==> config.mk <==
export PLATFORM = sky130hd
export DESIGN_NAME = station_association_table
export DESIGN_NICKNAME = d
export VERILOG_FILES = /design/src/hdl/sat_pkg.sv /design/src/hdl/sat_search.sv /design/src/hdl/sat_table.sv /design/src/hdl/station_association_table.sv
export VERILOG_INCLUDE_DIRS = /design/src /design/src/hdl
export SDC_FILE = /design/constraint.sdc
export NUM_CORES = 1
export LEC_CHECK = 0
export BUFFER_PORTS_ARGS = -buffer_cell sky130_fd_sc_hd__buf_2
export CAP_MARGIN = 30
export CORE_MARGIN = 8
export CORE_UTILIZATION = 40
export DETAILED_ROUTE_END_ITERATION = 10
export PLACE_DENSITY_LB_ADDON = 0.25
export REMOVE_ABC_BUFFERS = 1
export SLEW_MARGIN = 40
export SYNTH_ARGS = -nofsm -noshare
export SYNTH_HDL_FRONTEND = slang
export SYNTH_HIERARCHICAL = 1
export SYNTH_SLANG_ARGS = --single-unit
==> constraint.sdc <==
create_clock -name clk -period 9.15 [get_ports clk]
set_input_delay 0.915 -clock clk [delete_from_list [all_inputs] [get_ports clk]]
set_output_delay 0.915 -clock clk [all_outputs]
set_load 0.02 [all_outputs]
==> src/hdl/station_association_table_defines.svh <==
// Assertion macros used by the top level of the station association table.
`ifndef STATION_ASSOCIATION_TABLE_DEFINES_SVH
`define STATION_ASSOCIATION_TABLE_DEFINES_SVH

// Same-cycle implication, checked outside reset.
`define SAT_ASSERT_NOW(label, ante, cons, msg) \
  label: assert property (@(posedge clk) disable iff (!rst_n) (ante) |-> (cons)) \
    else $error(msg);

// Next-cycle implication, checked outside reset.
`define SAT_ASSERT_NEXT(label, ante, cons, msg) \
  label: assert property (@(posedge clk) disable iff (!rst_n) (ante) |=> (cons)) \
    else $error(msg);

`endif

==> src/hdl/sat_pkg.sv <==
// Package with sizes, codes, types and helper functions of the station table.
`default_nettype none
package sat_pkg;

  localparam int TABLE_ENTRIES = 8;
  localparam int IDX_W         = $clog2(TABLE_ENTRIES);
  localparam int MAC_W         = 48;
  localparam int STATE_W       = 2;
  localparam int ID_W          = 4;
  localparam int SLOT_W        = 3;

  // Action codes of an input item.
  localparam logic ACT_LOOKUP   = 1'b0;
  localparam logic ACT_REGISTER = 1'b1;

  // Client state that marks a free entry.
  localparam logic [STATE_W-1:0] ST_DISCONNECTED = '0;

  // Result of the parallel search over all entries.
  typedef struct packed {
    logic             hit;
    logic [IDX_W-1:0] hit_idx;
    logic             free;
    logic [IDX_W-1:0] free_idx;
  } search_t;

  // One write into the table.
  typedef struct packed {
    logic               we;
    logic               alloc;
    logic [IDX_W-1:0]   idx;
    logic [MAC_W-1:0]   mac;
    logic [STATE_W-1:0] status;
    logic [ID_W-1:0]    id;
  } tbl_wr_t;

  // Slot number as reported: the low bits of the entry index.
  function automatic logic [SLOT_W-1:0] slot_of(input logic [IDX_W-1:0] idx);
    logic [IDX_W+ID_W-1:0] ext;
    ext = {{ID_W{1'b0}}, idx};
    return ext[SLOT_W-1:0];
  endfunction

  // Association ID given to a new entry: index plus one, kept to the ID width.
  function automatic logic [ID_W-1:0] id_of(input logic [IDX_W-1:0] idx);
    logic [IDX_W+ID_W-1:0] ext;
    ext = {{ID_W{1'b0}}, idx} + (IDX_W + ID_W)'(1);
    return ext[ID_W-1:0];
  endfunction

endpackage
`default_nettype wire

==> src/hdl/sat_search.sv <==
// Parallel address match and first-free search over all table entries.
`default_nettype none
module sat_search
  import sat_pkg::*;
(
  input  wire logic [TABLE_ENTRIES-1:0][MAC_W-1:0]   ent_addr,
  input  wire logic [TABLE_ENTRIES-1:0][STATE_W-1:0] ent_status,
  input  wire logic [MAC_W-1:0]                      mac,
  output search_t                                    srch
);

  // Walk from the top down so that the lowest matching entry wins.
  always_comb begin
    srch = '0;
    for (int i = TABLE_ENTRIES - 1; i >= 0; i--) begin
      if (ent_addr[i] == mac) begin
        srch.hit     = 1'b1;
        srch.hit_idx = IDX_W'(i);
      end
      if (ent_status[i] == ST_DISCONNECTED) begin
        srch.free     = 1'b1;
        srch.free_idx = IDX_W'(i);
      end
    end
  end

endmodule
`default_nettype wire

==> src/hdl/sat_table.sv <==
// Entry storage: address, client state and association ID of every station.
`default_nettype none
module sat_table
  import sat_pkg::*;
(
  input  wire logic                                  clk,
  input  wire logic                                  rst_n,
  input  wire tbl_wr_t                               wr,
  output logic [TABLE_ENTRIES-1:0][MAC_W-1:0]        ent_addr,
  output logic [TABLE_ENTRIES-1:0][STATE_W-1:0]      ent_status,
  output logic [TABLE_ENTRIES-1:0][ID_W-1:0]         ent_id
);

  logic [TABLE_ENTRIES-1:0][MAC_W-1:0]   addr_r;
  logic [TABLE_ENTRIES-1:0][STATE_W-1:0] status_r;
  logic [TABLE_ENTRIES-1:0][ID_W-1:0]    id_r;

  // A state write touches one entry; a new entry also takes address and ID.
  always_ff @(posedge clk) begin
    if (!rst_n) begin
      addr_r   <= '0;
      status_r <= '0;
      id_r     <= '0;
    end else if (wr.we) begin
      status_r[wr.idx] <= wr.status;
      if (wr.alloc) begin
        addr_r[wr.idx] <= wr.mac;
        id_r[wr.idx]   <= wr.id;
      end
    end
  end

  assign ent_addr   = addr_r;
  assign ent_status = status_r;
  assign ent_id     = id_r;

endmodule
`default_nettype wire

==> src/hdl/station_association_table.sv <==
// Top level of the station association table: item registers, decision logic and checks.
//
// The block keeps a small table of stations for an access point. Each input item
// carries an action, a 48-bit station address and a client state. A lookup item
// reports whether the address is stored, in which slot, and that entry's ID and
// state. A register item updates the state of a stored address, or else takes the
// lowest disconnected entry and gives it association ID slot+1; with no free entry
// it reports a miss and leaves the table alone.
// Both channels use valid/ready. An accepted item sits in the input register,
// where the match and the table write happen, and its result is shown from the
// output register, one item per cycle sustained while the receiver keeps up.
// The table write and the result load share the same edge, so the next item
// always sees the updated table.
// Reset clears every entry to address zero, disconnected, ID zero, and empties
// both registers. When the receiver stalls, the result holds; one more item
// may wait in the input register, and then in_ready drops until the result goes.
`default_nettype none
`include "station_association_table_defines.svh"
module station_association_table
  import sat_pkg::*;
(
  input  wire logic               clk,
  input  wire logic               rst_n,
  input  wire logic               in_valid,
  output logic                    in_ready,
  input  wire logic               in_action,
  input  wire logic [MAC_W-1:0]   in_station_mac,
  input  wire logic [STATE_W-1:0] in_new_state,
  output logic                    out_valid,
  input  wire logic               out_ready,
  output logic                    out_hit,
  output logic [SLOT_W-1:0]       out_slot,
  output logic [ID_W-1:0]         out_assoc_id,
  output logic [STATE_W-1:0]      out_entry_state
);

  logic               s_vld_r;
  logic               s_action_r;
  logic [MAC_W-1:0]   s_mac_r;
  logic [STATE_W-1:0] s_state_r;

  logic               out_valid_r;
  logic               out_valid_nxt;
  logic               o_hit_r, o_hit_nxt;
  logic [SLOT_W-1:0]  o_slot_r, o_slot_nxt;
  logic [ID_W-1:0]    o_id_r, o_id_nxt;
  logic [STATE_W-1:0] o_state_r, o_state_nxt;

  logic                                  advance;
  logic                                  is_reg;
  logic                                  alloc;
  logic                                  res_hit;
  logic [IDX_W-1:0]                      idx;
  search_t                               srch;
  tbl_wr_t                               wr;
  logic [TABLE_ENTRIES-1:0][MAC_W-1:0]   ent_addr;
  logic [TABLE_ENTRIES-1:0][STATE_W-1:0] ent_status;
  logic [TABLE_ENTRIES-1:0][ID_W-1:0]    ent_id;

  // The held item moves on when the result register is empty or being emptied.
  assign advance  = s_vld_r && (!out_valid_r || out_ready);
  assign in_ready = !s_vld_r || advance;

  // Input register.
  always_ff @(posedge clk) begin
    if (!rst_n) begin
      s_vld_r <= 1'b0;
    end else if (in_ready) begin
      s_vld_r <= in_valid;
    end
  end

  always_ff @(posedge clk) begin
    if (in_valid && in_ready) begin
      s_action_r <= in_action;
      s_mac_r    <= in_station_mac;
      s_state_r  <= in_new_state;
    end
  end

  sat_search u_search (
    .ent_addr   (ent_addr),
    .ent_status (ent_status),
    .mac        (s_mac_r),
    .srch       (srch)
  );

  sat_table u_table (
    .clk        (clk),
    .rst_n      (rst_n),
    .wr         (wr),
    .ent_addr   (ent_addr),
    .ent_status (ent_status),
    .ent_id     (ent_id)
  );

  // Decide between a match, a new entry and a miss, and build the write.
  always_comb begin
    is_reg  = (s_action_r == ACT_REGISTER);
    alloc   = is_reg && !srch.hit && srch.free;
    res_hit = srch.hit || alloc;
    idx     = srch.hit ? srch.hit_idx : srch.free_idx;

    wr        = '0;
    wr.we     = advance && is_reg && res_hit;
    wr.alloc  = alloc;
    wr.idx    = idx;
    wr.mac    = s_mac_r;
    wr.status = s_state_r;
    wr.id     = id_of(idx);
  end

  // Result register next values.
  always_comb begin
    out_valid_nxt = out_valid_r;
    o_hit_nxt     = o_hit_r;
    o_slot_nxt    = o_slot_r;
    o_id_nxt      = o_id_r;
    o_state_nxt   = o_state_r;
    if (advance) begin
      out_valid_nxt = 1'b1;
      o_hit_nxt     = res_hit;
      o_slot_nxt    = '0;
      o_id_nxt      = '0;
      o_state_nxt   = '0;
      if (res_hit) begin
        o_slot_nxt  = slot_of(idx);
        o_id_nxt    = alloc ? id_of(idx) : ent_id[idx];
        o_state_nxt = is_reg ? s_state_r : ent_status[idx];
      end
    end else if (out_ready) begin
      out_valid_nxt = 1'b0;
    end
  end

  always_ff @(posedge clk) begin
    if (!rst_n) begin
      out_valid_r <= 1'b0;
    end else begin
      out_valid_r <= out_valid_nxt;
    end
  end

  always_ff @(posedge clk) begin
    o_hit_r   <= o_hit_nxt;
    o_slot_r  <= o_slot_nxt;
    o_id_r    <= o_id_nxt;
    o_state_r <= o_state_nxt;
  end

  assign out_valid       = out_valid_r;
  assign out_hit         = o_hit_r;
  assign out_slot        = o_slot_r;
  assign out_assoc_id    = o_id_r;
  assign out_entry_state = o_state_r;

  // The table only changes when an item moves into the result register.
  `SAT_ASSERT_NOW(a_write_on_advance, wr.we, advance, "table written without advancing item")
  // A full pipeline with a stalled receiver must refuse new items.
  `SAT_ASSERT_NOW(a_stall_blocks_input, s_vld_r && out_valid_r && !out_ready, !in_ready,
                  "input accepted while pipeline is blocked")
  // A miss reports all-zero fields.
  `SAT_ASSERT_NOW(a_miss_zero, out_valid && !out_hit,
                  out_slot == '0 && out_assoc_id == '0 && out_entry_state == '0,
                  "miss result carries nonzero fields")
  // A newly allocated entry holds the address of the item that created it.
  `SAT_ASSERT_NEXT(a_alloc_stores_mac, wr.we && wr.alloc,
                   ent_addr[$past(wr.idx)] == $past(wr.mac),
                   "allocated entry does not hold the new address")

endmodule
`default_nettype wire

Word level (Yosys, flattened, before mapping). Index checks and enable logic that the tools add are counted. Widths: inputs -> output; s select.

Bits in registers: 495. Input bits: 55. Logic and storage cells: 101. Output and inout port bits: 12.

Reduce and logical (&&, ||, !) cells: 23. Mux-type cells: 34. Order comparisons: 2. Eq/ne operators: 8. Add/sub/neg operators: 1.

Operators by type and width (number): $bwmux 384 (1); $eq 48x48->1 (8); $demux 48 s3 (1); $mux 4 (19); $mux 48 (1); $bwmux 32 (1); $bwmux 16 (1); $logic_not 2->1 (8); $bmux 4 s3 (1); $demux 4 s3 (1); $logic_and 1x1->1 (7); $bmux 2 s3 (1); $demux 2 s3 (1); $mux 2 (3); $add 3x1->4 const B (1); $lt 3x4->1 const B (1); $ge 3x1->1 const B (1); $logic_not 1->1 (3); $logic_or 1x1->1 (3); $mux 3 (1); $mux 1 (2); $reduce_and 2->1 (1); $reduce_bool 2->1 (1).

Longest topological paths before layout.
Depth in word-level cells: 15. Depth in mapped cells: 19. Gate-level depth less buffers: 14.

Hierarchy. The synthesis kept the hierarchy.

By module, submodules not included: sat_table (cells an instance 1471, area an instance 15512.4 µm², seq. area each 8648.3 µm², times used 1); sat_search (cells an instance 593, area an instance 4805.9 µm², seq. area each 0.0 µm², times used 1); station_association_table (cells an instance 164, area an instance 2622.5 µm², seq. area each 1871.8 µm², times used 1).

Least setup slack after synthesis. OpenSTA, ideal clock, no wires.

Kind: register to register. Start: reg s_mac_r[35]. End: reg u_table.addr_r, in the netlist u_table/ent_addr[0]. Cell stages (with the launch flop): 19. Library setup time: 0.126 ns. Data arrival time: 3.459 ns. Setup slack: 5.565 ns. Required time: 9.024 ns. Clock period less this slack: 3.585 ns. Path through: edfxtp_1 buf_4 xor2_1 nor4_1 nand4_1 nor3_1 or2_1 nand2b_1 or3_1 buf_6 mux2i_4 clkinv_4 buf_12 buf_2 nand3b_4 or3_1 buf_2 buf_6 mux2i_1.

RTL lines: start, declared (RTL line station_association_table.sv:39) `logic [MAC_W-1:0] s_mac_r;`; start signal, assigned (RTL line station_association_table.sv:76) `s_mac_r <= in_station_mac;`; end signal, assigned by index (RTL line sat_table.sv:27) `addr_r[wr.idx] <= wr.mac;`; end, declared (RTL line sat_table.sv:14) `logic [TABLE_ENTRIES-1:0][MAC_W-1:0] addr_r;`.

==> results_dict.tcl <==
set metrics [dict create \
    largest_reg_flops 384 \
    synth_commonest_cells "nand2_1, mux2i_1, dfxtp_1" \
    final_layout_size_suffix_gt1_frac 0.0860 \
    ir_drop_mv 0.149 \
    drt-total-wl_um 70700 \
    grt_pass1_vias 15980 \
    cts-root-buf "clkbuf_16" \
    wl_per_cell_um 23.5 \
    synth_compound_area_frac 0.0137 \
    synth_top_area_share 0.379 \
    cp.arrival_ns 6.83 \
    die_w_um 255 \
    reg2reg_slack_ns 2.85 \
    clock-sinks 495 \
    r2r_start "s_mac_r[36]" \
    netlist_top_cells_area "dfxtp_1, mux2i_1, edfxtp_1" \
    rsz0062_at_grt "no" \
    grt_usage 0.208 \
    yosys.area_share.simple 0.134 \
    clkSlewWorstSetupHoldPaths_ns 0.06 \
    synth_adder_area_share 0.000545 \
    start_util 0.405 \
    seqPwrFrac 0.486 \
    post-route-drc-count 0 \
    synth_cells 2228 \
    rows 87 \
    syn_area_um2 22900 \
    min_period_ns 6.30 \
    cts_buffer_depth 3 \
    fin_area_um2 25300 \
    ctsHoldBuffers 0 \
    synth-seq-cells 495 \
    min_path_cells 2 \
    slew_viol_final 0 \
    postSynthAreaPerCell_um2 10.3 \
    fin_tns_setup_ns 0 \
    worstPathMaxFanout 36 \
    start_kind "flop" \
    yosysTopAreaCell "dfxtp_1" \
    cts_tree "yes" \
    portBuffers 66 \
    r2r_end "u_table/ent_addr[113]" \
    gr-total-overflow 0 \
    fmax_mhz 159 \
    ant_nets 0 \
    crit_required_ns 9.68 \
    outcome "completed" \
    die_height_um 255 \
    setup_violations 0 \
    ys.flop_type "dfxtp_1" \
    yosysUniqueCellTypes 53 \
    synth-edff-count 61 \
    async_reset_ff_frac 0 \
    top_level_ports 67 \
    cp-startpoint "s_mac_r[36]" \
    p_leak_uw 0.00923 \
    die-area_um2 65300 \
    num_vias 15967 \
    p_sw_frac 0.238 \
    ff2ff_path_depth 13 \
    antenna_found_initial 0 \
    setup.worst_path.end_class "flop" \
    post_cts_resize_count 0 \
    power.density_nw_per_um2 185 \
    yosysWarnings 6 \
    cts_made_buffers 53 \
    clk_latency_ns 0.61 \
    coreArea_um2 56600 \
    grt_pass1_wl_um 105000 \
    fill_cells 5411 \
    drtPass1Iterations 6 \
    synthMuxAreaShare 0.200 \
    hpwlAfterDp_um 48000 \
    fin_crit_sh 0.689 \
    seq_area_frac_synth 0.459 \
    synth.most_common_cell "nand2_1" \
    p_sw_uw 1110 \
    holdCritPathClass "flop to flop" \
    gp_congestion 0.943 \
    fin_skew_ns 0.0198 \
    htreeDepth 2 \
    synth_top_family_by_area "multiplexers" \
    drv_cap 0 \
    p_clk_frac 0.459 \
    hold_start "u_table/ent_id[22]" \
    final_core_util 0.446 \
    viasPerCell 5.30 \
    power.internal_uw 3570 \
    slew_headroom 0.405 \
    initialDrtViolationCount 1264 \
    num_antenna_cells 0 \
    setup.worst_path.end "u_table/ent_addr[113]" \
    synthXorXnorAreaFrac 0.148 \
    final_net_count 2271 \
    crit_type "flop to flop" \
    post-cts-setup-buffers 0 \
    hold_violations 0 \
    grt_max_degree 171 \
    comb_power_share 0.054 \
    placed_cell_area_um2 23500 \
    area_delta_synth_final_pct 10.1 \
    worst_slew_pin_slew_ns 0.893 \
]
-- cell usage in the layout, fill, tap and decap left out, drive strengths merged, types with 4 or more instances in the layout --
cell / netlist / routed
nor4: 62 / 62
clkbuf: 54 / 92
nand3: 7 / 7
a211oi: 4 / 4
inv: 9 / 9
nand2b: 7 / 7
o21ai: 9 / 9
nor2: 20 / 20
a21oi: 9 / 9
nor3: 10 / 10
buf: 101 / 87
clkinv: 1 / 5
edfxtp: 61 / 61
nor2b: 19 / 19
xnor2: 193 / 193
nand2: 479 / 479
nand4: 61 / 61
o22ai: 8 / 8
xor2: 193 / 193
dfxtp: 434 / 434
mux2i: 450 / 450
-- per-stage QoR --
stage	cells	hold WS (ns)	power, uW	worst slack, ns
after floorplan	2073	0.432	2420	3.95
after global placement	2914	0.442	2570	3.09
after detailed placement	2916	0.450	2570	3.00
after CTS	3013	0.453	4720	3.00
after global routing	3013	0.465	4820	2.74
final	3013	0.460	4680	2.85
-- worst min path at each step --
stage	slack (ns)	to
finish	0.46	u_table/ent_id[22]
global placement	0.44	u_table/ent_id[28]
CTS	0.45	s_mac_r[43]
global route	0.47	s_mac_r[14]
floorplan	0.43	u_table/ent_id[20]
detailed placement	0.45	u_table/ent_id[28]
-- critical path, stage by stage (launching register included) --
cell and delay [ns]:
edfxtp_1 0.66, xor2_1 0.28, nor4_1 0.64, nand4_1 0.38, nor3_1 0.41, or2_1 0.18
nand2b_1 0.15, or3_1 0.62, mux2i_1 0.54, inv_1 0.33, nand2b_1 0.32, nor2_4 0.63
buf_4 0.75, mux2i_1 0.27
-- layout make-up --
type | instances | area [um^2] | area share
multi-input combinational | 1568 | 11400 | 0.453
sequential | 495 | 10500 | 0.417
clock buffer | 92 | 1690 | 0.0667
tap | 756 | 946 | 0.0375
timing repair buffer | 87 | 558 | 0.0221
clock inverter | 5 | 61.3 | 0.00243
inverter | 10 | 42.5 | 0.00168
-- power groups by stage --
| stage | clock network [uW] | logic [uW] | registers (uW) |
|---|---|---|---|
| 6_report | 2150 | 253 | 2280 |
| 5_1_grt | 2280 | 265 | 2280 |
| 3_5_place_dp | 0 | 251 | 2320 |
| 4_1_cts | 2190 | 253 | 2280 |
| 2_1_floorplan | 0 | 115 | 2310 |
| 3_3_place_gp | 0 | 252 | 2320 |
-- routing by layer --
layer	vias to the layer above	wire length [um]	GRT usage
met4	0	2730	0.0852
met1	7955	31900	0.277
met3	109	3210	0.0253
li1	7488	-	-
met2	415	32800	0.339
met5	-	0	0
-- logic make-up (layout without fill, tap and decap cells) --
group,Yosys count,count (layout)
mux,453,453
xor+xnor,386,386
buf+inv,165,194
flops,495,495
compound gates,46,46
simple gates,682,682
fa+ha+maj,1,1
No activity file was read; power rests on OpenSTA's default activity.
